==> config.mk <==
export PLATFORM = sky130hd
export DESIGN_NAME = ffa_sq_stage
export DESIGN_NICKNAME = d
export VERILOG_FILES = /design/src/sv/ffa_pkg.sv /design/src/sv/ffa_sq_stage.sv
export SDC_FILE = /design/constraint.sdc
export NUM_CORES = 2
export LEC_CHECK = 0
export ABC_AREA = 1
export BUFFER_PORTS_ARGS = -buffer_cell sky130_fd_sc_hd__buf_2
export CAP_MARGIN = 10
export CORE_MARGIN = 2
export CORE_UTILIZATION = 55
export DETAILED_ROUTE_END_ITERATION = 6
export HOLD_SLACK_MARGIN = 0.03
export PLACE_DENSITY = 0.83
export SLEW_MARGIN = 20
export SYNTH_ARGS = -nofsm -noshare
export SYNTH_HDL_FRONTEND = slang
export SYNTH_SLANG_ARGS = --single-unit
==> constraint.sdc <==
create_clock -name clk -period 0.9 [get_ports clk]
set_input_delay 0.045 -clock clk [delete_from_list [all_inputs] [get_ports clk]]
set_output_delay 0.045 -clock clk [all_outputs]
set_load 0.05 [all_outputs]
==> src/sv/ffa_pkg.sv <==
// ----------------------------------------------------------------------------
// ffa_pkg
// shared constants and types of the flat-field attenuation pipeline
// ----------------------------------------------------------------------------
package ffa_pkg;

	localparam int DEF_FRAC_BITS  = 16;
	localparam int DEF_PIXEL_BITS = 16;
	localparam int COUNT_WIDTH    = 16;
	localparam int ATT_WIDTH      = 21;
	localparam int STAT_WIDTH     = 3;
	localparam int LOG_FRAC       = 30;
	localparam int MANT_WIDTH     = 32;
	localparam int LN2_WIDTH      = 28;
	localparam logic [LN2_WIDTH-1:0] LN2_Q28 = 28'd186065280;
	localparam int LO_SPLIT       = 17;

	localparam logic [STAT_WIDTH-1:0] STAT_OK   = 3'd0;
	localparam logic [STAT_WIDTH-1:0] STAT_BOTH = 3'd1;
	localparam logic [STAT_WIDTH-1:0] STAT_HIGH = 3'd2;
	localparam logic [STAT_WIDTH-1:0] STAT_LOW  = 3'd3;
	localparam logic [STAT_WIDTH-1:0] STAT_NEG  = 3'd4;

	typedef struct packed {
		logic [STAT_WIDTH-1:0] status;
		logic                  ordinary;
	} ctl_t;

endpackage

==> src/sv/ffa_sq_stage.sv <==
// ----------------------------------------------------------------------------
// ffa_sq_stage
// one squaring step of the log2 fraction for both operands
// ----------------------------------------------------------------------------
module ffa_sq_stage #(
	parameter int NW = 4
) (
	input  logic                             clk,
	input  logic                             arst_n,
	input  logic                             en,
	input  logic                             v_i,
	input  ffa_pkg::ctl_t                    ctl_i,
	input  logic [NW-1:0]                    nc_i,
	input  logic [NW-1:0]                    nb_i,
	input  logic [ffa_pkg::MANT_WIDTH-1:0]   mc_i,
	input  logic [ffa_pkg::MANT_WIDTH-1:0]   mb_i,
	input  logic [ffa_pkg::LOG_FRAC-1:0]     fc_i,
	input  logic [ffa_pkg::LOG_FRAC-1:0]     fb_i,
	output logic                             v_o,
	output ffa_pkg::ctl_t                    ctl_o,
	output logic [NW-1:0]                    nc_o,
	output logic [NW-1:0]                    nb_o,
	output logic [ffa_pkg::MANT_WIDTH-1:0]   mc_o,
	output logic [ffa_pkg::MANT_WIDTH-1:0]   mb_o,
	output logic [ffa_pkg::LOG_FRAC-1:0]     fc_o,
	output logic [ffa_pkg::LOG_FRAC-1:0]     fb_o
);
	import ffa_pkg::*;

	logic [2*MANT_WIDTH-1:0] sqc, sqb;
	logic [MANT_WIDTH:0]     tc, tb;

	assign sqc = 64'(mc_i) * 64'(mc_i);
	assign sqb = 64'(mb_i) * 64'(mb_i);
	assign tc  = sqc[2*MANT_WIDTH-1:MANT_WIDTH-1];
	assign tb  = sqb[2*MANT_WIDTH-1:MANT_WIDTH-1];

	always_ff @(posedge clk or negedge arst_n) begin
		if (!arst_n) begin
			v_o <= 1'b0;
		end else if (en) begin
			v_o <= v_i;
		end
	end

	always_ff @(posedge clk) begin
		if (en) begin
			ctl_o <= ctl_i;
			nc_o  <= nc_i;
			nb_o  <= nb_i;
			mc_o  <= tc[MANT_WIDTH] ? tc[MANT_WIDTH:1] : tc[MANT_WIDTH-1:0];
			mb_o  <= tb[MANT_WIDTH] ? tb[MANT_WIDTH:1] : tb[MANT_WIDTH-1:0];
			fc_o  <= {fc_i[LOG_FRAC-2:0], tc[MANT_WIDTH]};
			fb_o  <= {fb_i[LOG_FRAC-2:0], tb[MANT_WIDTH]};
		end
	end

endmodule

==> summary.md <==
| Metric | Value |
|---|---|
| Cell area after layout | `0.08628 sq mm` |
| Critical path endpoint category | `flip-flop` |
| Largest net degree at the start of global routing | `44` |
| Via count | `61240` |
| Total CTS buffers | `17` |
| Final nets | `11970` |
| Vias in the first global route | `66170` |
| Unrepaired setup endpoints after global routing | `true` |
| FF+latch count, synth | `137` |
| Number of synthesized flops with an enable pin | `136` |
| Violated checks | `DRC, setup timing` |
| Placed Area | `0.07915 sq mm` |
| Mapped cell area | `0.06720 sq mm` |
| Die X | `353.5 microns` |
| Synth unique cells | `39` |
| Syn Area/Cell | `8.130 sq um` |
| Synth Net Count | `10590` |
| Pins Over Slew Limit | `0` |
| Seq/Total Area, Yosys | `0.06115` |
| Rel. slew slack | `0.5152` |
| Critical path class | `in2reg` |
| Yosys warns | `0` |
| Final-report hold violation count | `0` |
| Residual DRC | `4` |
| Top-level I/O count | `277` |
| Cell accounting for the most synthesized area | `fa_1` |
| Vias per cell | `5.424` |
| Dpl hpwl | `170.7 mm` |
| Area share of the largest cell type after synthesis | `0.4713` |
| Top_reg_cell synth | `edfxtp_1` |
| Ranking of synthesized cells by area | `fa_1 47%, inv_1 16%, nand2_1 12%` |
| DIE AREA | `0.1250 sq mm` |
| Worst skew pair latency | `0.46 ns` |
| Root Buffer Master | `clkbuf_16` |
| Worst Path Max Fanout | `15` |
| Core Area | `0.1216 sq mm` |
| Worst Tran Pin Value | `0.7257 ns` |
| Max Cap Viol | `0` |
| Detailed Route WL | `233.8 mm` |
| DRT Pass-1 Iters | `7` |
| GP Congestion | `0.9819` |
| Initial antenna violation count | `3` |
| Total GRT Usage | `0.3456` |
| WP data required | `1.13 ns` |
| Most used cell, CP | `fa_1` |
| Element type at the critical path start | `input pin` |
| Max Buffers Root-to-Sink | `2` |
| Asr flop ratio synth | `0.007299` |
| Outcome | `finished with violations` |
| Mean routed wirelength per cell | `20.71 microns` |
| Initial core utilization | `0.5528` |
| Overflow after GRT | `0` |
| Layout Skew | `0 ns` |
| Setup ws final | `-5.832 ns` |
| CP max stage delay | `0.81 ns` |
| Min cycle time layout | `6.732 ns` |
| Die Height | `353.5 microns` |
| Worst hold path class | `in2reg` |
| Area Overhead vs Synth | `28.40%` |
| Worst path slowest cell | `fa_1` |
| R2r worst-path depth | `2` |
| Drt initial violations | `6723` |
| Hold path cells | `2` |
| Layout cell share with drive strength beyond 1 | `0.2356` |
| Post-Synthesis Cells | `8265` |
| H-tree depth | `4` |
| Num rows | `128` |
| Arr. time, crit path | `6.96 ns` |
| First-pass GRT wire length | `339.9 mm` |
| Antenna Nets Post-Route | `0` |
| IO buf count | `274` |
| Final setup violation count | `204` |
| Fmax achieved | `148.5 MHz` |
| Sink Count | `137` |
| CTS tree | `built` |
| Final cycle utilization of the critical path | `7.480` |
| Worst-path clk slew | `0.07 ns` |
## state kept, by name, summed over array words and instances, names as in the netlist
name   flops
nb_o       4
fc_o      30
mc_o      32
mb_o      32
nc_o       4
fb_o      30
v_o        1
ctl_o      4
## worst paths after layout
path	slack, ns	from	to
setup / recovery	-5.83	mc_i[24]	mc_o[15]$_DFFE_PP_
hold / removal	0.13	en	fb_o[14]$_DFFE_PP_
setup reg to reg	-0.09	v_o$_DFFE_PN0P_	v_o$_DFFE_PN0P_
hold reg to reg	0.73	v_o$_DFFE_PN0P_	v_o$_DFFE_PN0P_
max in group asynchronous	0.33	arst_n	v_o$_DFFE_PN0P_
min in group asynchronous	0.45	arst_n	v_o$_DFFE_PN0P_
## synthesized netlist by cell type, types with 2 or more instances
| cell type | number |
|---|---|
| a21o_1 | 10 |
| a21oi_1 | 163 |
| a31o_2 | 12 |
| a31oi_1 | 5 |
| and2_1 | 2 |
| buf_1 | 30 |
| buf_6 | 12 |
| clkbuf_1 | 172 |
| edfxtp_1 | 136 |
| fa_1 | 1582 |
| ha_1 | 598 |
| inv_1 | 2809 |
| inv_2 | 6 |
| nand2_1 | 2065 |
| nand2_2 | 10 |
| nand3_1 | 119 |
| nand4_1 | 31 |
| nor2_1 | 215 |
| nor2_2 | 12 |
| nor2_4 | 2 |
| nor3_1 | 30 |
| nor4_1 | 6 |
| o21ai_0 | 67 |
| o21bai_1 | 44 |
| or2_2 | 13 |
| xnor2_1 | 36 |
| xor2_1 | 66 |
## timing repair
| action | in CTS | in global routing |
|---|---|---|
| hold buffers | 73 | 0 |
| resized for setup | 515 | 917 |
| hold endpoints to repair | 72 | 0 |
| setup buffers | 40 | 29 |
| setup endpoints to repair | 203 | 203 |
| cloned | 3 | 14 |
| pin swaps | 142 | 251 |
## through the flow
step	util	hold WS [ns]	TNS, ns	worst slack (ns)	cells
6_report	0.7098	0.1317	-407.71	-5.832	11290
5_1_grt	0.7098	0.1358	-423.22	-6.056	11290
4_1_cts	0.6820	0.1200	-381.13	-5.348	11240
3_5_place_dp	0.6512	-0.1743	-401.79	-6.204	11100
3_3_place_gp	0.6512	-0.1796	-399.06	-6.125	11100
2_1_floorplan	-	-0.2506	-348.19	-5.303	8265
## per-layer routing
layer	track usage	up-vias	part of all wire
met5	0	-	0
met4	0.1848	0	0.075
met3	0.06897	1458	0.11
met2	0.5761	4285	0.47
met1	0.4254	29570	0.34
li1	-	25930	-
## cells by family after synthesis
| family | synth area share |
|---|---|
| adder cells (fa/ha/maj) | 0.5826 |
| buffers and inverters | 0.1708 |
| AO/OA/AOI/OAI | 0.02549 |
| multiplexers | 0.0001676 |
| XOR/XNOR | 0.01329 |
| AND/OR/NAND/NOR | 0.1464 |
| flip-flops | 0.06115 |
## placed cells by master, fill, tap and decap left out, types with 8 or more instances in the layout
cell type	n
clkbuf_16	29
nor2_2	44
inv_2	72
inv_1	2739
nand3_2	12
ha_1	525
o21bai_1	37
or2_2	12
nor2_1	152
buf_8	37
a31o_2	12
buf_12	65
o21ai_2	8
nand3_1	104
nor3_1	18
a21oi_2	53
a21oi_4	11
o21ai_0	43
buf_16	9
nor3_2	10
fa_1	1512
nand2_2	212
o21ai_1	17
a21oi_1	99
dlygate4sd3_1	73
fa_2	70
ha_4	71
buf_6	210
buf_4	1092
nand2_1	1782
edfxtp_1	136
nand2_4	78
buf_2	79
xnor2_1	34
a21o_1	10
nor2_4	33
xor2_1	61
nand4_1	31
## critical path, delay by kind of cell
family / cells / cell delay (ns)
AO/OA/AOI/OAI: 2 / 0.36
buffers and inverters: 10 / 1.44
adder cells (fa/ha/maj): 9 / 4.30
AND/OR/NAND/NOR: 9 / 0.77
## layout make-up
class                      count  area [sq um]
multi-input combinational   5096         54800
tap                         1625          2033
sequential                   137          4110
fill                        7722         35270
timing repair buffer        1579         14110
clock inverter                15         200.2
inverter                    2816         10590
antenna                        5         12.51
clock buffer                  17         425.4
Power is not shown: default switching activity piles up to over one toggle a cycle in this logic, so the estimate is an artifact.
