`src/sv/ffa_pkg.sv`:
```
// ----------------------------------------------------------------------------
// ffa_pkg
// shared constants and types of the flat-field attenuation pipeline
// ----------------------------------------------------------------------------
package ffa_pkg;

	localparam int DEF_FRAC_BITS  = 16;
	localparam int DEF_PIXEL_BITS = 16;
	localparam int COUNT_WIDTH    = 16;
	localparam int ATT_WIDTH      = 21;
	localparam int STAT_WIDTH     = 3;
	localparam int LOG_FRAC       = 30;
	localparam int MANT_WIDTH     = 32;
	localparam int LN2_WIDTH      = 28;
	localparam logic [LN2_WIDTH-1:0] LN2_Q28 = 28'd186065280;
	localparam int LO_SPLIT       = 17;

	localparam logic [STAT_WIDTH-1:0] STAT_OK   = 3'd0;
	localparam logic [STAT_WIDTH-1:0] STAT_BOTH = 3'd1;
	localparam logic [STAT_WIDTH-1:0] STAT_HIGH = 3'd2;
	localparam logic [STAT_WIDTH-1:0] STAT_LOW  = 3'd3;
	localparam logic [STAT_WIDTH-1:0] STAT_NEG  = 3'd4;

	typedef struct packed {
		logic [STAT_WIDTH-1:0] status;
		logic                  ordinary;
	} ctl_t;

endpackage

```
`src/sv/ffa_prep.sv`:
```
// ----------------------------------------------------------------------------
// ffa_prep
// differences, classification and mantissa normalization (two stages)
// ----------------------------------------------------------------------------
module ffa_prep #(
	parameter int PIXEL_BITS = 16,
	parameter int NW         = 4
) (
	input  logic                             clk,
	input  logic                             arst_n,
	input  logic                             en,
	input  logic                             in_valid,
	input  logic [PIXEL_BITS-1:0]            c,
	input  logic [PIXEL_BITS-1:0]            d,
	input  logic [PIXEL_BITS-1:0]            b,
	output logic                             v,
	output ffa_pkg::ctl_t                    ctl,
	output logic [NW-1:0]                    nc,
	output logic [NW-1:0]                    nb,
	output logic [ffa_pkg::MANT_WIDTH-1:0]   mc,
	output logic [ffa_pkg::MANT_WIDTH-1:0]   mb
);
	import ffa_pkg::*;

	logic signed [PIXEL_BITS:0] cd, bd;
	logic [PIXEL_BITS:0]        ncd, nbd;
	ctl_t                       ctl_c;
	logic                       v_s1;
	ctl_t                       ctl_s1;
	logic [PIXEL_BITS-1:0]      ac_s1, ab_s1;
	logic [NW-1:0]              nc_c, nb_c;

	assign cd  = $signed({1'b0, c}) - $signed({1'b0, d});
	assign bd  = $signed({1'b0, b}) - $signed({1'b0, d});
	assign ncd = -cd;
	assign nbd = -bd;

	always_comb begin
		ctl_c.ordinary = 1'b0;
		if (cd == '0 && bd == '0) begin
			ctl_c.status = STAT_BOTH;
		end else if (cd == '0) begin
			ctl_c.status = STAT_HIGH;
		end else if (bd == '0) begin
			ctl_c.status = STAT_LOW;
		end else if (cd[PIXEL_BITS] != bd[PIXEL_BITS]) begin
			ctl_c.status = STAT_NEG;
		end else begin
			ctl_c.status   = STAT_OK;
			ctl_c.ordinary = 1'b1;
		end
	end

	always_ff @(posedge clk or negedge arst_n) begin
		if (!arst_n) begin
			v_s1 <= 1'b0;
		end else if (en) begin
			v_s1 <= in_valid;
		end
	end

	always_ff @(posedge clk) begin
		if (en) begin
			ctl_s1 <= ctl_c;
			ac_s1  <= cd[PIXEL_BITS] ? ncd[PIXEL_BITS-1:0] : cd[PIXEL_BITS-1:0];
			ab_s1  <= bd[PIXEL_BITS] ? nbd[PIXEL_BITS-1:0] : bd[PIXEL_BITS-1:0];
		end
	end

	// top set bit
	always_comb begin
		nc_c = '0;
		nb_c = '0;
		for (int i = 0; i < PIXEL_BITS; i++) begin
			if (ac_s1[i]) nc_c = NW'(i);
			if (ab_s1[i]) nb_c = NW'(i);
		end
	end

	always_ff @(posedge clk or negedge arst_n) begin
		if (!arst_n) begin
			v <= 1'b0;
		end else if (en) begin
			v <= v_s1;
		end
	end

	always_ff @(posedge clk) begin
		if (en) begin
			ctl <= ctl_s1;
			nc  <= nc_c;
			nb  <= nb_c;
			mc  <= MANT_WIDTH'(ac_s1) << (5'd31 - 5'(nc_c));
			mb  <= MANT_WIDTH'(ab_s1) << (5'd31 - 5'(nb_c));
		end
	end

endmodule

```
`config.mk`:
```
export PLATFORM = sky130hd
export DESIGN_NAME = ffa_prep
export DESIGN_NICKNAME = d
export VERILOG_FILES = /design/src/sv/ffa_pkg.sv /design/src/sv/ffa_prep.sv
export SDC_FILE = /design/constraint.sdc
export NUM_CORES = 1
export LEC_CHECK = 0
export ABC_CLOCK_PERIOD_IN_PS = 5390
export BUFFER_PORTS_ARGS = -buffer_cell sky130_fd_sc_hd__buf_4
export CAP_MARGIN = 20
export CORE_MARGIN = 10
export CORE_UTILIZATION = 30
export CTS_BUF_LIST = sky130_fd_sc_hd__clkbuf_16
export DETAILED_ROUTE_END_ITERATION = 16
export PLACE_DENSITY = 0.48
export SLEW_MARGIN = 20
export SYNTH_ARGS = -nofsm -noshare
export SYNTH_HDL_FRONTEND = slang
export SYNTH_SLANG_ARGS = --single-unit
```
`constraint.sdc`:
```
create_clock -name clk -period 5.39 [get_ports clk]
set_clock_uncertainty 0.05 [all_clocks]
set_input_delay 0 -clock clk [delete_from_list [all_inputs] [get_ports clk]]
set_output_delay 0 -clock clk [all_outputs]
set_load 0.02 [all_outputs]
```
==> impl_metrics.prom <==
# TYPE chip_impl_metric gauge
chip_impl_metric{name="postRouteAntennaNets",unit=""} 0
chip_impl_metric{name="power_switching_share",unit="%"} 38.31
chip_impl_metric{name="drv_slew",unit=""} 0
chip_impl_info{name="min-delay-path-class",value="in2reg"} 1
chip_impl_metric{name="async_reset_ff_share",unit="%"} 2.439
chip_impl_metric{name="die-area",unit="sq um"} 28180
chip_impl_info{name="cpMaxStageDelayCell",value="sky130_fd_sc_hd__or4_1"} 1
chip_impl_metric{name="first_pass_iteration_count_of_the_detailed_router",unit=""} 5
chip_impl_metric{name="number_of_vias_in_the_routed_layout",unit=""} 5441
chip_impl_metric{name="core.rowCount",unit=""} 54
chip_impl_info{name="cp_common_cell",value="sky130_fd_sc_hd__o21ai_1"} 1
chip_impl_metric{name="ir_worst_vdd",unit="mV"} 0.1300
chip_impl_metric{name="synth_edf_count",unit=""} 80
chip_impl_metric{name="worstPathArrival",unit="ns"} 3.22
chip_impl_metric{name="worstPathBufferInverterCount",unit=""} 0
chip_impl_metric{name="power_frac_comb",unit="%"} 43.5
chip_impl_metric{name="critPathRequiredTime",unit="ns"} 5.42
chip_impl_info{name="crit_chain",value="or4_1 > o21ai_1 > a21oi_1 > or2_1 > o221ai_1 > o21ai_1 > a221o_1"} 1
chip_impl_info{name="grt_setup_unrepaired",value="no"} 1
chip_impl_metric{name="dr.first_iter.drc_count",unit=""} 318
chip_impl_metric{name="post-route-period-util",unit="%"} 59.16
chip_impl_metric{name="clock_tree.buffer_depth",unit=""} 2
chip_impl_metric{name="dieWidth",unit="microns"} 167.9
chip_impl_metric{name="drv_cap",unit=""} 0
chip_impl_metric{name="final_wirelength",unit="microns"} 17380
chip_impl_metric{name="die_height",unit="microns"} 167.9
chip_impl_metric{name="setup_total_negative_slack",unit="ns"} 0
chip_impl_metric{name="minimum_clock_period_after_layout",unit="ns"} 3.189
chip_impl_metric{name="place_hpwl",unit="microns"} 13960
chip_impl_info{name="clockRootBuffer",value="sky130_fd_sc_hd__clkbuf_16"} 1
chip_impl_metric{name="placed_cells_incl_taps",unit=""} 1065
chip_impl_info{name="critical_path_s_top_delay_family",value="compound AO/OA/AOI/OAI gates"} 1
chip_impl_metric{name="grt_antenna_before_repair",unit=""} 0
chip_impl_info{name="status",value="finished, final reports clean"} 1
chip_impl_metric{name="place_congestion",unit=""} 0.8605
chip_impl_info{name="cp-end-kind",value="flop"} 1
chip_impl_metric{name="post_synth_num_cell_types",unit=""} 80
chip_impl_metric{name="crit_path_max_fanout",unit=""} 11
chip_impl_info{name="tritoncts",value="built"} 1
chip_impl_info{name="synth-main-ff-cell",value="sky130_fd_sc_hd__edfxtp_1"} 1
chip_impl_metric{name="critPathMaxStageDelay",unit="ns"} 0.61
chip_impl_metric{name="cts_inserted_buffers",unit=""} 9
chip_impl_metric{name="viasPerCell",unit=""} 5.019
chip_impl_metric{name="p_switching",unit="mW"} 1.047
chip_impl_metric{name="tightest_slew",unit="ns"} 1.026
chip_impl_metric{name="pwr-share-seq",unit="%"} 37.3
chip_impl_metric{name="synth-seq-cells",unit=""} 82
chip_impl_metric{name="setup-violations-final",unit=""} 0
chip_impl_metric{name="post_syn_instances",unit=""} 701
chip_impl_metric{name="synth_sequential_area_ratio",unit="%"} 37.39
chip_impl_metric{name="count_of_buffers_added_by_post_cts_timing_repair_for_setup",unit=""} 0
chip_impl_metric{name="max_freq",unit="GHz"} 0.3136
chip_impl_metric{name="core-area",unit="sq um"} 21690
chip_impl_metric{name="global_route_wire_length_before_repair",unit="microns"} 28040
chip_impl_metric{name="cellInternalPower",unit="mW"} 1.686
chip_impl_metric{name="i_o_pin_count",unit=""} 129
chip_impl_metric{name="clk_transition_reported_paths",unit="ns"} 0.06
chip_impl_metric{name="initial_utilization",unit="%"} 30.24
chip_impl_metric{name="layout-drive-gt1-share",unit="%"} 16.42
chip_impl_metric{name="finalNonFillerCells",unit=""} 1084
chip_impl_metric{name="yosys_warnings",unit=""} 0
chip_impl_metric{name="grt-ovfl-total",unit=""} 0
chip_impl_info{name="crit_path_start_kind",value="flop"} 1
chip_impl_metric{name="first_global_vias",unit=""} 5310
chip_impl_metric{name="p_clk_share",unit="%"} 19.2
chip_impl_metric{name="post_cts_resized",unit=""} 0
chip_impl_metric{name="clk_latency",unit="ns"} 0.33
chip_impl_metric{name="powerDensity",unit="nW/um^2"} 352.8
chip_impl_metric{name="timing.max_slew.rel_slack",unit="%"} 31.61
chip_impl_metric{name="synth_area",unit="sq um"} 6559
chip_impl_metric{name="cts.sinks",unit=""} 82
chip_impl_info{name="path_class",value="reg2reg"} 1
chip_impl_metric{name="htree_num_levels",unit=""} 3
chip_impl_metric{name="buffers_added_on_ports",unit=""} 96
chip_impl_metric{name="area_growth_syn_to_layout",unit="%"} 18.12
chip_impl_metric{name="route.detailed.wl_per_inst",unit="microns"} 16.03
chip_impl_metric{name="leakage",unit="nW"} 3.172
chip_impl_metric{name="drcViolationCount",unit=""} 0
chip_impl_metric{name="antenna_cells_inserted",unit=""} 0
chip_impl_metric{name="largest_net_degree_at_the_start_of_global_routing",unit=""} 83
chip_impl_metric{name="global_route.usage.total",unit="%"} 11.86
chip_impl_metric{name="hold_violations",unit=""} 0
chip_impl_metric{name="post_synth.cell_area_avg",unit="sq um"} 9.356
chip_impl_metric{name="num-nets-final",unit=""} 887
-- synthesized netlist by cell type (all sizes together), types with 5 or more instances --
master   n  area share [%]
nor2    67             3.9
o21a     9             1.0
edfxtp  80              37
o31ai    7            0.88
inv     52             3.0
buf     38             4.2
and2     7            0.67
clkbuf   8            0.46
and3     6            0.57
o221ai   5            0.67
nor3    15             1.2
a221o    5            0.76
o21ai   41             3.2
xnor2   27             3.6
nand3   11            0.84
nor4     5            0.71
a211oi   6            0.69
o22ai   10             1.0
xor2    24             3.3
mux2i    7             1.1
o21bai   5            0.57
ha      34             6.5
a31oi   11             1.0
nor2b    6            0.57
a21o    14             1.6
nand2   41             2.3
o211ai  14             1.6
nand2b   6            0.57
a21oi   59             4.6
-- power by group through the flow --
stage / registers, mW / logic, mW / clock network, mW
3_5_place_dp: 1.03 / 1.19 / 0
5_1_grt: 1.04 / 1.32 / 0.575
2_1_floorplan: 1.08 / 0.781 / 0
4_1_cts: 1.02 / 1.19 / 0.550
3_3_place_gp: 1.03 / 1.20 / 0
6_report: 1.02 / 1.19 / 0.526
-- layer usage --
layer / routed length [microns] / share of wire, % / GRT usage (%) / vias up
li1: - / - / - / 2767
met1: 8846 / 51 / 17.47 / 2469
met2: 7041 / 41 / 16.21 / 192
met3: 1267 / 7.3 / 2.887 / 13
met4: 221 / 1.3 / 4.239 / 0
met5: 0 / 0 / 0 / -
-- placed cells by master (no fill, tap or decap), types with 5 or more instances in the layout --
cell | netlist | final
sky130_fd_sc_hd__a211oi_1 | 6 | 6
sky130_fd_sc_hd__a21o_1 | 14 | 14
sky130_fd_sc_hd__a21oi_1 | 58 | 58
sky130_fd_sc_hd__a221o_1 | 5 | 5
sky130_fd_sc_hd__a31oi_1 | 11 | 11
sky130_fd_sc_hd__and2_1 | 7 | 7
sky130_fd_sc_hd__and3_1 | 6 | 6
sky130_fd_sc_hd__buf_4 | 32 | 99
sky130_fd_sc_hd__clkbuf_16 | 0 | 9
sky130_fd_sc_hd__clkinv_1 | 3 | 6
sky130_fd_sc_hd__conb_1 | 1 | 32
sky130_fd_sc_hd__edfxtp_1 | 80 | 80
sky130_fd_sc_hd__ha_1 | 34 | 34
sky130_fd_sc_hd__inv_1 | 52 | 54
sky130_fd_sc_hd__mux2i_1 | 7 | 7
sky130_fd_sc_hd__nand2_1 | 41 | 41
sky130_fd_sc_hd__nand2b_1 | 6 | 6
sky130_fd_sc_hd__nand3_1 | 11 | 11
sky130_fd_sc_hd__nor2_1 | 66 | 66
sky130_fd_sc_hd__nor2b_1 | 6 | 6
sky130_fd_sc_hd__nor3_1 | 14 | 14
sky130_fd_sc_hd__o211ai_1 | 14 | 14
sky130_fd_sc_hd__o21a_1 | 9 | 9
sky130_fd_sc_hd__o21ai_0 | 35 | 35
sky130_fd_sc_hd__o21bai_1 | 5 | 5
sky130_fd_sc_hd__o221ai_1 | 5 | 5
sky130_fd_sc_hd__o22ai_1 | 9 | 9
sky130_fd_sc_hd__o31ai_1 | 6 | 6
sky130_fd_sc_hd__xnor2_1 | 27 | 27
sky130_fd_sc_hd__xor2_1 | 23 | 23
-- path summary, 6_finish.rpt --
| path | from | to | slack (ns) | cells after the start |
|---|---|---|---|---|
| max | ac_s1[7] | mc[29] | 2.20 | 7 |
| min | d[0] | ab_s1[0] | 0.13 | 3 |
| max reg2reg | ac_s1[7] | mc[29] | 2.20 | 7 |
| min reg2reg | ctl_s1[2] | ctl[2] | 0.37 | 0 |
| max in group asynchronous | arst_n | v | 4.65 | 3 |
| min in group asynchronous | arst_n | v_s1 | 0.50 | 3 |
-- cells by family (layout without fill, tap and decap cells) --
group | Yosys count | in the layout | share of synthesized area, %
AO/OA/AOI/OAI | 228 | 228 | 23.46
XOR/XNOR | 51 | 51 | 6.925
adder cells (fa/ha/maj) | 36 | 36 | 7.097
buffers and inverters | 101 | 173 | 7.802
flip-flops | 82 | 82 | 37.39
multiplexers | 14 | 14 | 2.957
other | 1 | 32 | 0.05718
AND/OR/NAND/NOR | 188 | 188 | 14.31
-- metrics by stage --
| step | hold slack, ns | power, mW | utilization, % | setup slack, ns | instance area [sq um] |
|---|---|---|---|---|---|
| after floorplan | -0.3456 | 1.857 | - | 2.672 | 6675 |
| after global placement | -0.2659 | 2.229 | 34.41 | 2.309 | 7463 |
| after detailed placement | -0.2642 | 2.217 | 34.41 | 2.252 | 7463 |
| after CTS | 0.1267 | 2.761 | 35.72 | 2.235 | 7747 |
| after global routing | 0.1529 | 2.933 | 35.72 | 1.861 | 7747 |
| final | 0.1325 | 2.733 | 35.72 | 2.201 | 7747 |
-- worst register-to-register path, stage by stage (launching register included) --
cell and delay, ns:
sky130_fd_sc_hd__edfxtp_1 0.49, sky130_fd_sc_hd__or4_1 0.61, sky130_fd_sc_hd__o21ai_1 0.60, sky130_fd_sc_hd__a21oi_1 0.22
sky130_fd_sc_hd__or2_1 0.31, sky130_fd_sc_hd__o221ai_1 0.25, sky130_fd_sc_hd__o21ai_1 0.11, sky130_fd_sc_hd__a221o_1 0.30
-- final cells by class --
class	count	area (sq um)
Tap cell	280	350.3
Sequential cell	82	2452
Fill cell	2244	13940
Multi-Input combinational cell	549	3711
Clock inverter	7	28.78
Inverter	55	206.4
Timing Repair Buffer	102	773.2
Clock buffer	9	225.2
-- sequential cells by signal, summed over array words and instances, names as in the netlist --
register,cells
ab_s1,16
ac_s1,16
mb,16
mc,16
ctl,4
ctl_s1,4
nb,4
nc,4
v,1
v_s1,1
-- repair_timing --
item	CTS	global route
hold buffers	3	0
endpoints found under the hold margin	3	0
endpoints found under the setup margin	0	0
Power figures use the tool's default switching activity.
