File: config.mk
export PLATFORM = sky130hd
export DESIGN_NAME = ffa_scale
export DESIGN_NICKNAME = d
export VERILOG_FILES = /design/src/sv/ffa_pkg.sv /design/src/sv/ffa_scale.sv
export SDC_FILE = /design/constraint.sdc
export NUM_CORES = 1
export LEC_CHECK = 0
export BUFFER_PORTS_ARGS = -buffer_cell sky130_fd_sc_hd__buf_2
export CAP_MARGIN = 20
export CORE_ASPECT_RATIO = 1.2
export CORE_MARGIN = 2
export CORE_UTILIZATION = 40
export CTS_CLUSTER_DIAMETER = 120
export DETAILED_ROUTE_END_ITERATION = 7
export PLACE_DENSITY_LB_ADDON = 0.3
export SYNTH_ARGS = -nofsm -noshare
export SYNTH_HDL_FRONTEND = slang
export SYNTH_SLANG_ARGS = --single-unit
File: constraint.sdc
create_clock -name clk -period 8.35 [get_ports clk]
set_clock_uncertainty 0.2 [all_clocks]
set_input_delay 0.4175 -clock clk [delete_from_list [all_inputs] [get_ports clk]]
set_output_delay 0.4175 -clock clk [all_outputs]
set_load 0.05 [all_outputs]
File: src/sv/ffa_pkg.sv
// ----------------------------------------------------------------------------
// ffa_pkg
// shared constants and types of the flat-field attenuation pipeline
// ----------------------------------------------------------------------------
package ffa_pkg;

	localparam int DEF_FRAC_BITS  = 16;
	localparam int DEF_PIXEL_BITS = 16;
	localparam int COUNT_WIDTH    = 16;
	localparam int ATT_WIDTH      = 21;
	localparam int STAT_WIDTH     = 3;
	localparam int LOG_FRAC       = 30;
	localparam int MANT_WIDTH     = 32;
	localparam int LN2_WIDTH      = 28;
	localparam logic [LN2_WIDTH-1:0] LN2_Q28 = 28'd186065280;
	localparam int LO_SPLIT       = 17;

	localparam logic [STAT_WIDTH-1:0] STAT_OK   = 3'd0;
	localparam logic [STAT_WIDTH-1:0] STAT_BOTH = 3'd1;
	localparam logic [STAT_WIDTH-1:0] STAT_HIGH = 3'd2;
	localparam logic [STAT_WIDTH-1:0] STAT_LOW  = 3'd3;
	localparam logic [STAT_WIDTH-1:0] STAT_NEG  = 3'd4;

	typedef struct packed {
		logic [STAT_WIDTH-1:0] status;
		logic                  ordinary;
	} ctl_t;

endpackage

File: src/sv/ffa_scale.sv
// ----------------------------------------------------------------------------
// ffa_scale
// log difference, scaling by ln 2, rounding and clamping (four stages)
// ----------------------------------------------------------------------------
module ffa_scale #(
	parameter int FRAC_BITS = 16,
	parameter int NW        = 4
) (
	input  logic                                clk,
	input  logic                                arst_n,
	input  logic                                en,
	input  logic                                v_i,
	input  ffa_pkg::ctl_t                       ctl_i,
	input  logic [NW-1:0]                       nc_i,
	input  logic [NW-1:0]                       nb_i,
	input  logic [ffa_pkg::LOG_FRAC-1:0]        fc_i,
	input  logic [ffa_pkg::LOG_FRAC-1:0]        fb_i,
	output logic                                out_valid,
	output logic signed [ffa_pkg::ATT_WIDTH-1:0] attenuation,
	output logic [ffa_pkg::STAT_WIDTH-1:0]      status
);
	import ffa_pkg::*;

	localparam int MW  = NW + LOG_FRAC;
	localparam int HW  = MW - LO_SPLIT;
	localparam int PRW = MW + LN2_WIDTH;
	localparam int RW  = PRW + 1;
	localparam int SH  = LOG_FRAC + 28 - FRAC_BITS;
	localparam int AW  = FRAC_BITS + 5;

	logic signed [MW:0]           diff;
	logic [MW:0]                  ndiff;
	logic                         v_s1, v_s2, v_s3;
	ctl_t                         ctl_s1, ctl_s2, ctl_s3;
	logic                         neg_s1, neg_s2, neg_s3;
	logic [MW-1:0]                mag_s1;
	logic [LO_SPLIT+LN2_WIDTH-1:0] lo_s2;
	logic [HW+LN2_WIDTH-1:0]      hi_s2;
	logic [PRW-1:0]               prod_s3;
	logic [RW-1:0]                rnd, r, lim;
	logic signed [AW-1:0]         att_c;
	logic signed [AW+ATT_WIDTH-1:0] att_ext;
	logic [STAT_WIDTH-1:0]        stat_c;

	assign diff  = $signed({1'b0, nb_i, fb_i}) - $signed({1'b0, nc_i, fc_i});
	assign ndiff = -diff;

	always_ff @(posedge clk or negedge arst_n) begin
		if (!arst_n) begin
			v_s1      <= 1'b0;
			v_s2      <= 1'b0;
			v_s3      <= 1'b0;
			out_valid <= 1'b0;
		end else if (en) begin
			v_s1      <= v_i;
			v_s2      <= v_s1;
			v_s3      <= v_s2;
			out_valid <= v_s3;
		end
	end

	always_ff @(posedge clk) begin
		if (en) begin
			ctl_s1  <= ctl_i;
			neg_s1  <= diff[MW];
			mag_s1  <= diff[MW] ? ndiff[MW-1:0] : diff[MW-1:0];
			ctl_s2  <= ctl_s1;
			neg_s2  <= neg_s1;
			lo_s2   <= (LO_SPLIT+LN2_WIDTH)'(mag_s1[LO_SPLIT-1:0]) *
				(LO_SPLIT+LN2_WIDTH)'(LN2_Q28);
			hi_s2   <= (HW+LN2_WIDTH)'(mag_s1[MW-1:LO_SPLIT]) * (HW+LN2_WIDTH)'(LN2_Q28);
			ctl_s3  <= ctl_s2;
			neg_s3  <= neg_s2;
			prod_s3 <= (PRW'(hi_s2) << LO_SPLIT) + PRW'(lo_s2);
		end
	end

	assign rnd = RW'(prod_s3) + (RW'(1) << (SH - 1));
	assign r   = rnd >> SH;
	assign lim = RW'(12) << FRAC_BITS;

	always_comb begin
		att_c  = '0;
		stat_c = ctl_s3.status;
		if (ctl_s3.ordinary) begin
			if (r > lim) begin
				att_c  = neg_s3 ? -$signed(AW'(lim)) : $signed(AW'(lim));
				stat_c = neg_s3 ? STAT_LOW : STAT_HIGH;
			end else begin
				att_c = neg_s3 ? -$signed({1'b0, r[AW-2:0]}) : $signed({1'b0, r[AW-2:0]});
			end
		end else if (ctl_s3.status == STAT_HIGH) begin
			att_c = $signed(AW'(lim));
		end else if (ctl_s3.status == STAT_LOW) begin
			att_c = -$signed(AW'(lim));
		end
	end

	assign att_ext = {{ATT_WIDTH{att_c[AW-1]}}, att_c};

	always_ff @(posedge clk) begin
		if (en) begin
			attenuation <= att_ext[ATT_WIDTH-1:0];
			status      <= stat_c;
		end
	end

endmodule

==> results of run 1 <==
==> per-layer routing <==
layer,share of wire,vias to the layer above,global-route usage
li1,-,6948,-
met3,0.025,57,0.0215
met2,0.50,208,0.303
met1,0.45,6560,0.207
met4,0.025,0,0.0521
met5,0,-,0
==> sequential cells by signal, summed over array words and instances (netlist names), 3 cells and up <==
signal and count:
ctl_s2 4, attenuation 21, prod_s3 21, hi_s2 38, mag_s1 34, status 3, lo_s2 21, ctl_s3 4
ctl_s1 4
==> synth_stat cells, drive strengths merged (14+ instances only) <==
library cell | count | area share
a21o | 44 | 0.016
a21oi | 80 | 0.020
and3 | 17 | 0.0052
buf | 17 | 0.0060
edfxtp | 153 | 0.22
fa | 196 | 0.19
ha | 377 | 0.23
inv | 414 | 0.076
nand2 | 69 | 0.013
nand2b | 19 | 0.0058
nand3 | 38 | 0.0095
nor2 | 86 | 0.016
nor2b | 14 | 0.0043
nor3 | 23 | 0.0059
o21a | 16 | 0.0059
o21ai | 57 | 0.014
o21bai | 14 | 0.0051
xnor2 | 125 | 0.053
xor2 | 50 | 0.021
==> cells by family (layout without fill, tap and decap cells) <==
group                      count (synthesis)  in the layout  share of synthesized area
adders and majority gates                573            573                      0.421
buffers and inverters                    440            552                     0.0838
and+or+nand+nor                          329            329                     0.0820
AOI/OAI and AO/OA                        313            313                      0.103
xor gates and xnor gates                 175            175                     0.0747
DFF                                      157            157                      0.229
muxes                                     13             13                    0.00683
==> path summary, 6_finish.rpt <==
path,endpoint,slack (ns),cells after the start
max in group asynchronous,out_valid$_DFFE_PN0P_,7.73,2
worst max-delay path,hi_s2[43]$_DFFE_PP_,1.95,20
worst min register to register,ctl_s2[3]$_DFFE_PP_,0.21,0
worst min-delay path,v_s2$_DFFE_PN0P_,0.11,2
min in group clk,ctl_s2[3]$_DFFE_PP_,0.21,0
worst max register to register,hi_s2[43]$_DFFE_PP_,1.95,20
==> layout make-up <==
type / instances / share of cell area
clock buffers: 17 / 0.0191
clock inverters: 14 / 0.00601
inverters: 414 / 0.0697
multi-input cells: 1403 / 0.633
flip-flops and latches: 157 / 0.211
well taps: 644 / 0.0361
repair buffers: 107 / 0.0258
==> per-stage QoR <==
step,util,setup slack (ns)
final,0.442,1.95
after floorplan,-,2.47
after detailed placement,0.430,1.97
after CTS,0.442,1.93
after global placement,0.430,1.99
after global routing,0.442,1.52
==> timing repair <==
| item | CTS | global route |
|---|---|---|
| hold endpoints to repair | 9 | 0 |
| buffers inserted | 0 | 0 |
| hold buffers | 6 | 0 |
==> cell usage in the layout, fill, tap and decap left out, types with 11 or more instances in the layout <==
| master | count |
|---|---|
| o21ai_0 | 55 |
| fa_1 | 196 |
| ha_1 | 377 |
| xnor2_1 | 125 |
| o21a_1 | 16 |
| xor2_1 | 50 |
| and3_1 | 16 |
| o21bai_1 | 14 |
| nor3_1 | 22 |
| edfxtp_1 | 153 |
| nor2_1 | 86 |
| nand2_1 | 68 |
| nand2b_1 | 19 |
| clkbuf_16 | 17 |
| or2_2 | 11 |
| nand3_1 | 37 |
| a21oi_1 | 78 |
| a31oi_1 | 12 |
| buf_2 | 99 |
| and2_1 | 11 |
| a21o_1 | 44 |
| nor2b_1 | 14 |
| inv_1 | 414 |
| nand4_1 | 11 |
==> flow_summary.yaml, run 1 <==
placed_design:
  place.gp.congestion: 0.923
  post-dp-hpwl_mm: 36.1
  dpl_cell_area_sq_um: 21700
  io_buffers: 100
  placedCellCount: 2719
logic_synthesis:
  synth_warnings: 0
  ys_async_sr_fraction: 0.0255
  synth_enable_flop_cells: 153
  ys_seq_area_frac: 0.229
  ys_seq_elements: 157
  ys_types: 83
  syn-num-nets: 2649
  syn_area_sq_um: 20500
  syn_area_per_cell_sq_um: 10.3
  syn_inst: 2000
  synth_flop_cell: "edfxtp_1"
worst_setup_path:
  crit_start: "mag_s1[25]$_DFFE_PP_"
  cp-end-kind: "flop"
  r2r_start: "mag_s1[25]$_DFFE_PP_"
  path_buf_inv: 2
  path_cells: "fa_1 > ha_1 > ha_1 > fa_1 > fa_1 > inv_1 > fa_1 > inv_1 > ha_1 > a21o_1 > a21o_1 > a21o_1 > a21o_1 > a21o_1 > nand2_1 > o311ai_0 > a31oi_1 > o21ai_0 > a311oi_1 > xnor2_1"
  critPathMostFrequentCell: "a21o_1"
  cpPeakStageDelay_ns: 0.62
  required_ns: 8.35
  critical_path_class: "reg2reg"
  worstPathArrival_ns: 6.40
  crit_slowest_cell: "fa_1"
  start_kind: "flop"
  worstPathMaxFanout: 8
  path_delay_family: "adder cells"
clock_tree:
  clock_path_buffers: 2
  clk_latency_ns: 0.46
  cts_tree: "done"
  h-tree-depth: 4
  root_buffer: "clkbuf_16"
  clkTransAtPathRegs_ns: 0.07
  numCtsBuffers: 17
  cts_resized: 0
  clkSinkCount: 157
die:
  placementRows: 90
  die_x_um: 211
  die-area_sq_um: 53100
  die_h_um: 252
  core_area_sq_um: 50400
  io_pins: 101
  initial_core_util: 0.407
timing:
  maxSlewHeadroom: 0.451
  final_hold_viol_count: 0
  min_period_ns: 6.40
  worst_slew_pin_slew_ns: 0.824
  max_freq_mhz: 156
  fin_setup_tns_ns: 0
  setup_violations: 0
  final.period_utilization: 0.767
  timing_max_transition_violations_final: 0
  holdWs_ns: 0.105
  grt_setup_unrepaired: "false"
routing:
  ant_nets: 0
  wl_per_cell_um: 15.4
  num_vias: 13800
  drt_iter0_markers: 442
  wl_mm: 42.3
  first_pass_iters: 4
  avgViaCountPerCell: 5.00
  drcViolationCount: 0
cells_and_area:
  fill_cells: 4785
  final_nets: 2749
  num_antenna_cells: 0
  seq_area_sq_um: 4690
  stdcell_area_sq_um: 22300
  area_growth_pct: 8.64
  multi_input_area_sq_um: 14100
  final_cells: 2756
  drive_above_1_share: 0.0833
outcome:
  status: "completed"
run:
  drv_cap: 0
global_route:
  first_global_vias: 14500
  grtUsageTotal: 0.168
  antenna_found_initial: 0
  grt_pass1_wl_mm: 70.8
  overflow: 0
  grt_max_degree: 95
worst_hold_path:
  hp-class: "in2async"
Power of run 1 is left out: the tool's default activity adds up to more than one toggle a clock period on the data nets, which glitch-free logic cannot reach.
==> run 2, diff against run 1 <==
==> constraint.sdc (replaced) <==
create_clock -name clk -period 6.2 [get_ports clk]
set_clock_uncertainty 0.2 [all_clocks]
set_input_delay 0.31 -clock clk [delete_from_list [all_inputs] [get_ports clk]]
set_output_delay 0.31 -clock clk [all_outputs]
set_load 0.05 [all_outputs]
==> run 2 against run 1 <==
Hold slack better by 0.027 ns. Cell area increased by 2.5%. Via count increased by 1.8%. Routed wire length about the same. Clock-buffer cell count unchanged.
==> flow_summary.yaml, run 2 (synthesis gave the netlist of run 1 again) <==
timing:
  maxSlewHeadroom: 0.377
  setup_violations: 0
  timing_max_transition_violations_final: 0
  worst_slew_pin_slew_ns: 0.934
  setup_slack_ns: 0.228
  min_period_ns: 5.97
  final.period_utilization: 0.963
  final_hold_viol_count: 0
  fin_setup_tns_ns: 0
  max_freq_mhz: 167
global_route:
  grt_max_degree: 108
  grt_util_met3: 0.0205
  grtUsageTotal: 0.165
  first_global_vias: 14700
  gr-usage-met1: 0.205
  grt_pass1_wl_mm: 70.3
  antenna_found_initial: 0
  busiest_layer: "met2"
  overflow: 0
  grtUsageMet2: 0.301
cells_and_area:
  layout_commonest_cell: "inv_1"
  num_antenna_cells: 0
  final_cells: 2815
  final_nets: 2807
  drive_above_1_share: 0.113
  top_regs: "hi_s2: 38 flops, mag_s1: 34 flops"
  stdcell_area_sq_um: 22800
  top_register: "hi_s2"
  fill_cells: 4762
  final_cell_mix: "inv_1, ha_1, fa_1"
  seq_area_sq_um: 4690
  area_growth_pct: 11.3
  largest_reg_flops: 38
  multi_input_area_sq_um: 14200
worst_hold_path:
  hp-start: "fc_i[0]"
  worst_hold_path.endpoint: "mag_s1[0]$_DFFE_PP_"
  hold_depth: 3
  hp-class: "in2reg"
die:
  die_h_um: 252
  core_area_sq_um: 50400
  placementRows: 90
  initial_core_util: 0.407
  die_x_um: 211
  io_pins: 101
  die-area_sq_um: 53100
routing:
  avgViaCountPerCell: 4.98
  ant_nets: 0
  drt_iter0_markers: 479
  drcViolationCount: 0
  first_pass_iters: 5
  wl_per_cell_um: 15.0
  num_vias: 14000
  wl_mm: 42.3
outcome:
  status: "completed"
clock_tree:
  clk_latency_ns: 0.46
  cts_tree: "done"
  clkSinkCount: 157
  clock_path_buffers: 2
  clkTransAtPathRegs_ns: 0.08
  root_buffer: "clkbuf_16"
  numCtsBuffers: 17
  h-tree-depth: 4
run:
  drv_cap: 0
placed_design:
  io_buffers: 100
  pre_cts_slack_ns: -0.0409
  dpl_cell_area_sq_um: 22000
  placedCellCount: 2756
  post-dp-hpwl_mm: 35.9
  place.gp.congestion: 0.916
worst_setup_path:
  worst_r2r_endpoint: "hi_s2[44]$_DFFE_PP_"
  required_ns: 6.21
  worstPathArrival_ns: 5.98
  r2r_start: "mag_s1[19]$_DFFE_PP_"
  rrSetupSlack_ns: 0.23
  start_kind: "flop"
  worstPathMaxFanout: 4
  critical_path_class: "reg2reg"
  cp-end-kind: "flop"
  worst-r2r-cell-count: 20
-- run 2: cell types whose count changed in the layout (fill, tap and decap cells not counted), moves of 2 or more --
cell / change
a21oi_1: -3
a21oi_2: +3
buf_4: +57
clkinv_2: -3
clkinv_4: +3
clkinv_8: +2
ha_1: -5
ha_4: +4
inv_6: -3
inv_8: +3
o21ai_0: -3
o21ai_2: +2
-- run 2: per-stage QoR --
step | hold slack (ns) | util
final | 0.132 | 0.453
after global routing | 0.147 | 0.453
after CTS | 0.127 | 0.449
after detailed placement | -0.0817 | 0.435
after global placement | -0.0872 | 0.435
after floorplan | -0.186 | -
-- run 2: worst max-delay path: stages (launching register included) --
cell      delay (ns)
edfxtp_1        0.41
ha_1            0.38
ha_1            0.32
fa_1            0.50
inv_1           0.05
fa_1            0.46
fa_1            0.54
inv_1           0.05
fa_1            0.49
ha_1            0.37
nand3_1         0.13
o221ai_1        0.13
a21o_1          0.23
and3_1          0.20
o31ai_4         0.25
a21oi_2         0.10
a211oi_2        0.22
nor2_1          0.12
a221o_1         0.31
a21oi_1         0.18
xnor2_1         0.09
-- run 2: timing repair --
action | CTS | global route
setup endpoints to repair | 2 | 14
pin swaps | 0 | 10
resized for setup | 0 | 18
buffers inserted | 6 | 14
hold endpoints to repair | 9 | 0
hold buffers | 7 | 0
-- run 2: worst max path at each step --
stage | from | endpoint | slack, ns | cells past startpoint
floorplan | mag_s1[25]$_DFFE_PP_ | hi_s2[43]$_DFFE_PP_ | 0.32 | 20
global placement | mag_s1[23]$_DFFE_PP_ | hi_s2[44]$_DFFE_PP_ | 0.06 | 22
CTS | mag_s1[23]$_DFFE_PP_ | hi_s2[44]$_DFFE_PP_ | 0.05 | 21
global route | mag_s1[7]$_DFFE_PP_ | lo_s2[43]$_DFFE_PP_ | -0.02 | 23
finish | mag_s1[19]$_DFFE_PP_ | hi_s2[44]$_DFFE_PP_ | 0.23 | 20
detailed placement | mag_s1[23]$_DFFE_PP_ | hi_s2[44]$_DFFE_PP_ | -0.04 | 22
-- run 2: per-layer routing --
metal / part of all wire / vias to the layer above / wire length [um]
li1: - / 7061 / -
met5: 0 / - / 0
met4: 0.019 / 0 / 794
met3: 0.025 / 48 / 1050
met2: 0.51 / 226 / 21400
met1: 0.45 / 6682 / 19100
-- run 2: cell type report --
class	instances	share of cell area
multi-input cells	1403	0.622
clock buffers	17	0.0186
well taps	644	0.0353
flip-flops and latches	157	0.205
repair buffers	165	0.0443
inverters	414	0.0680
clock inverters	15	0.00663
Power of run 2 is left out for the same reason.
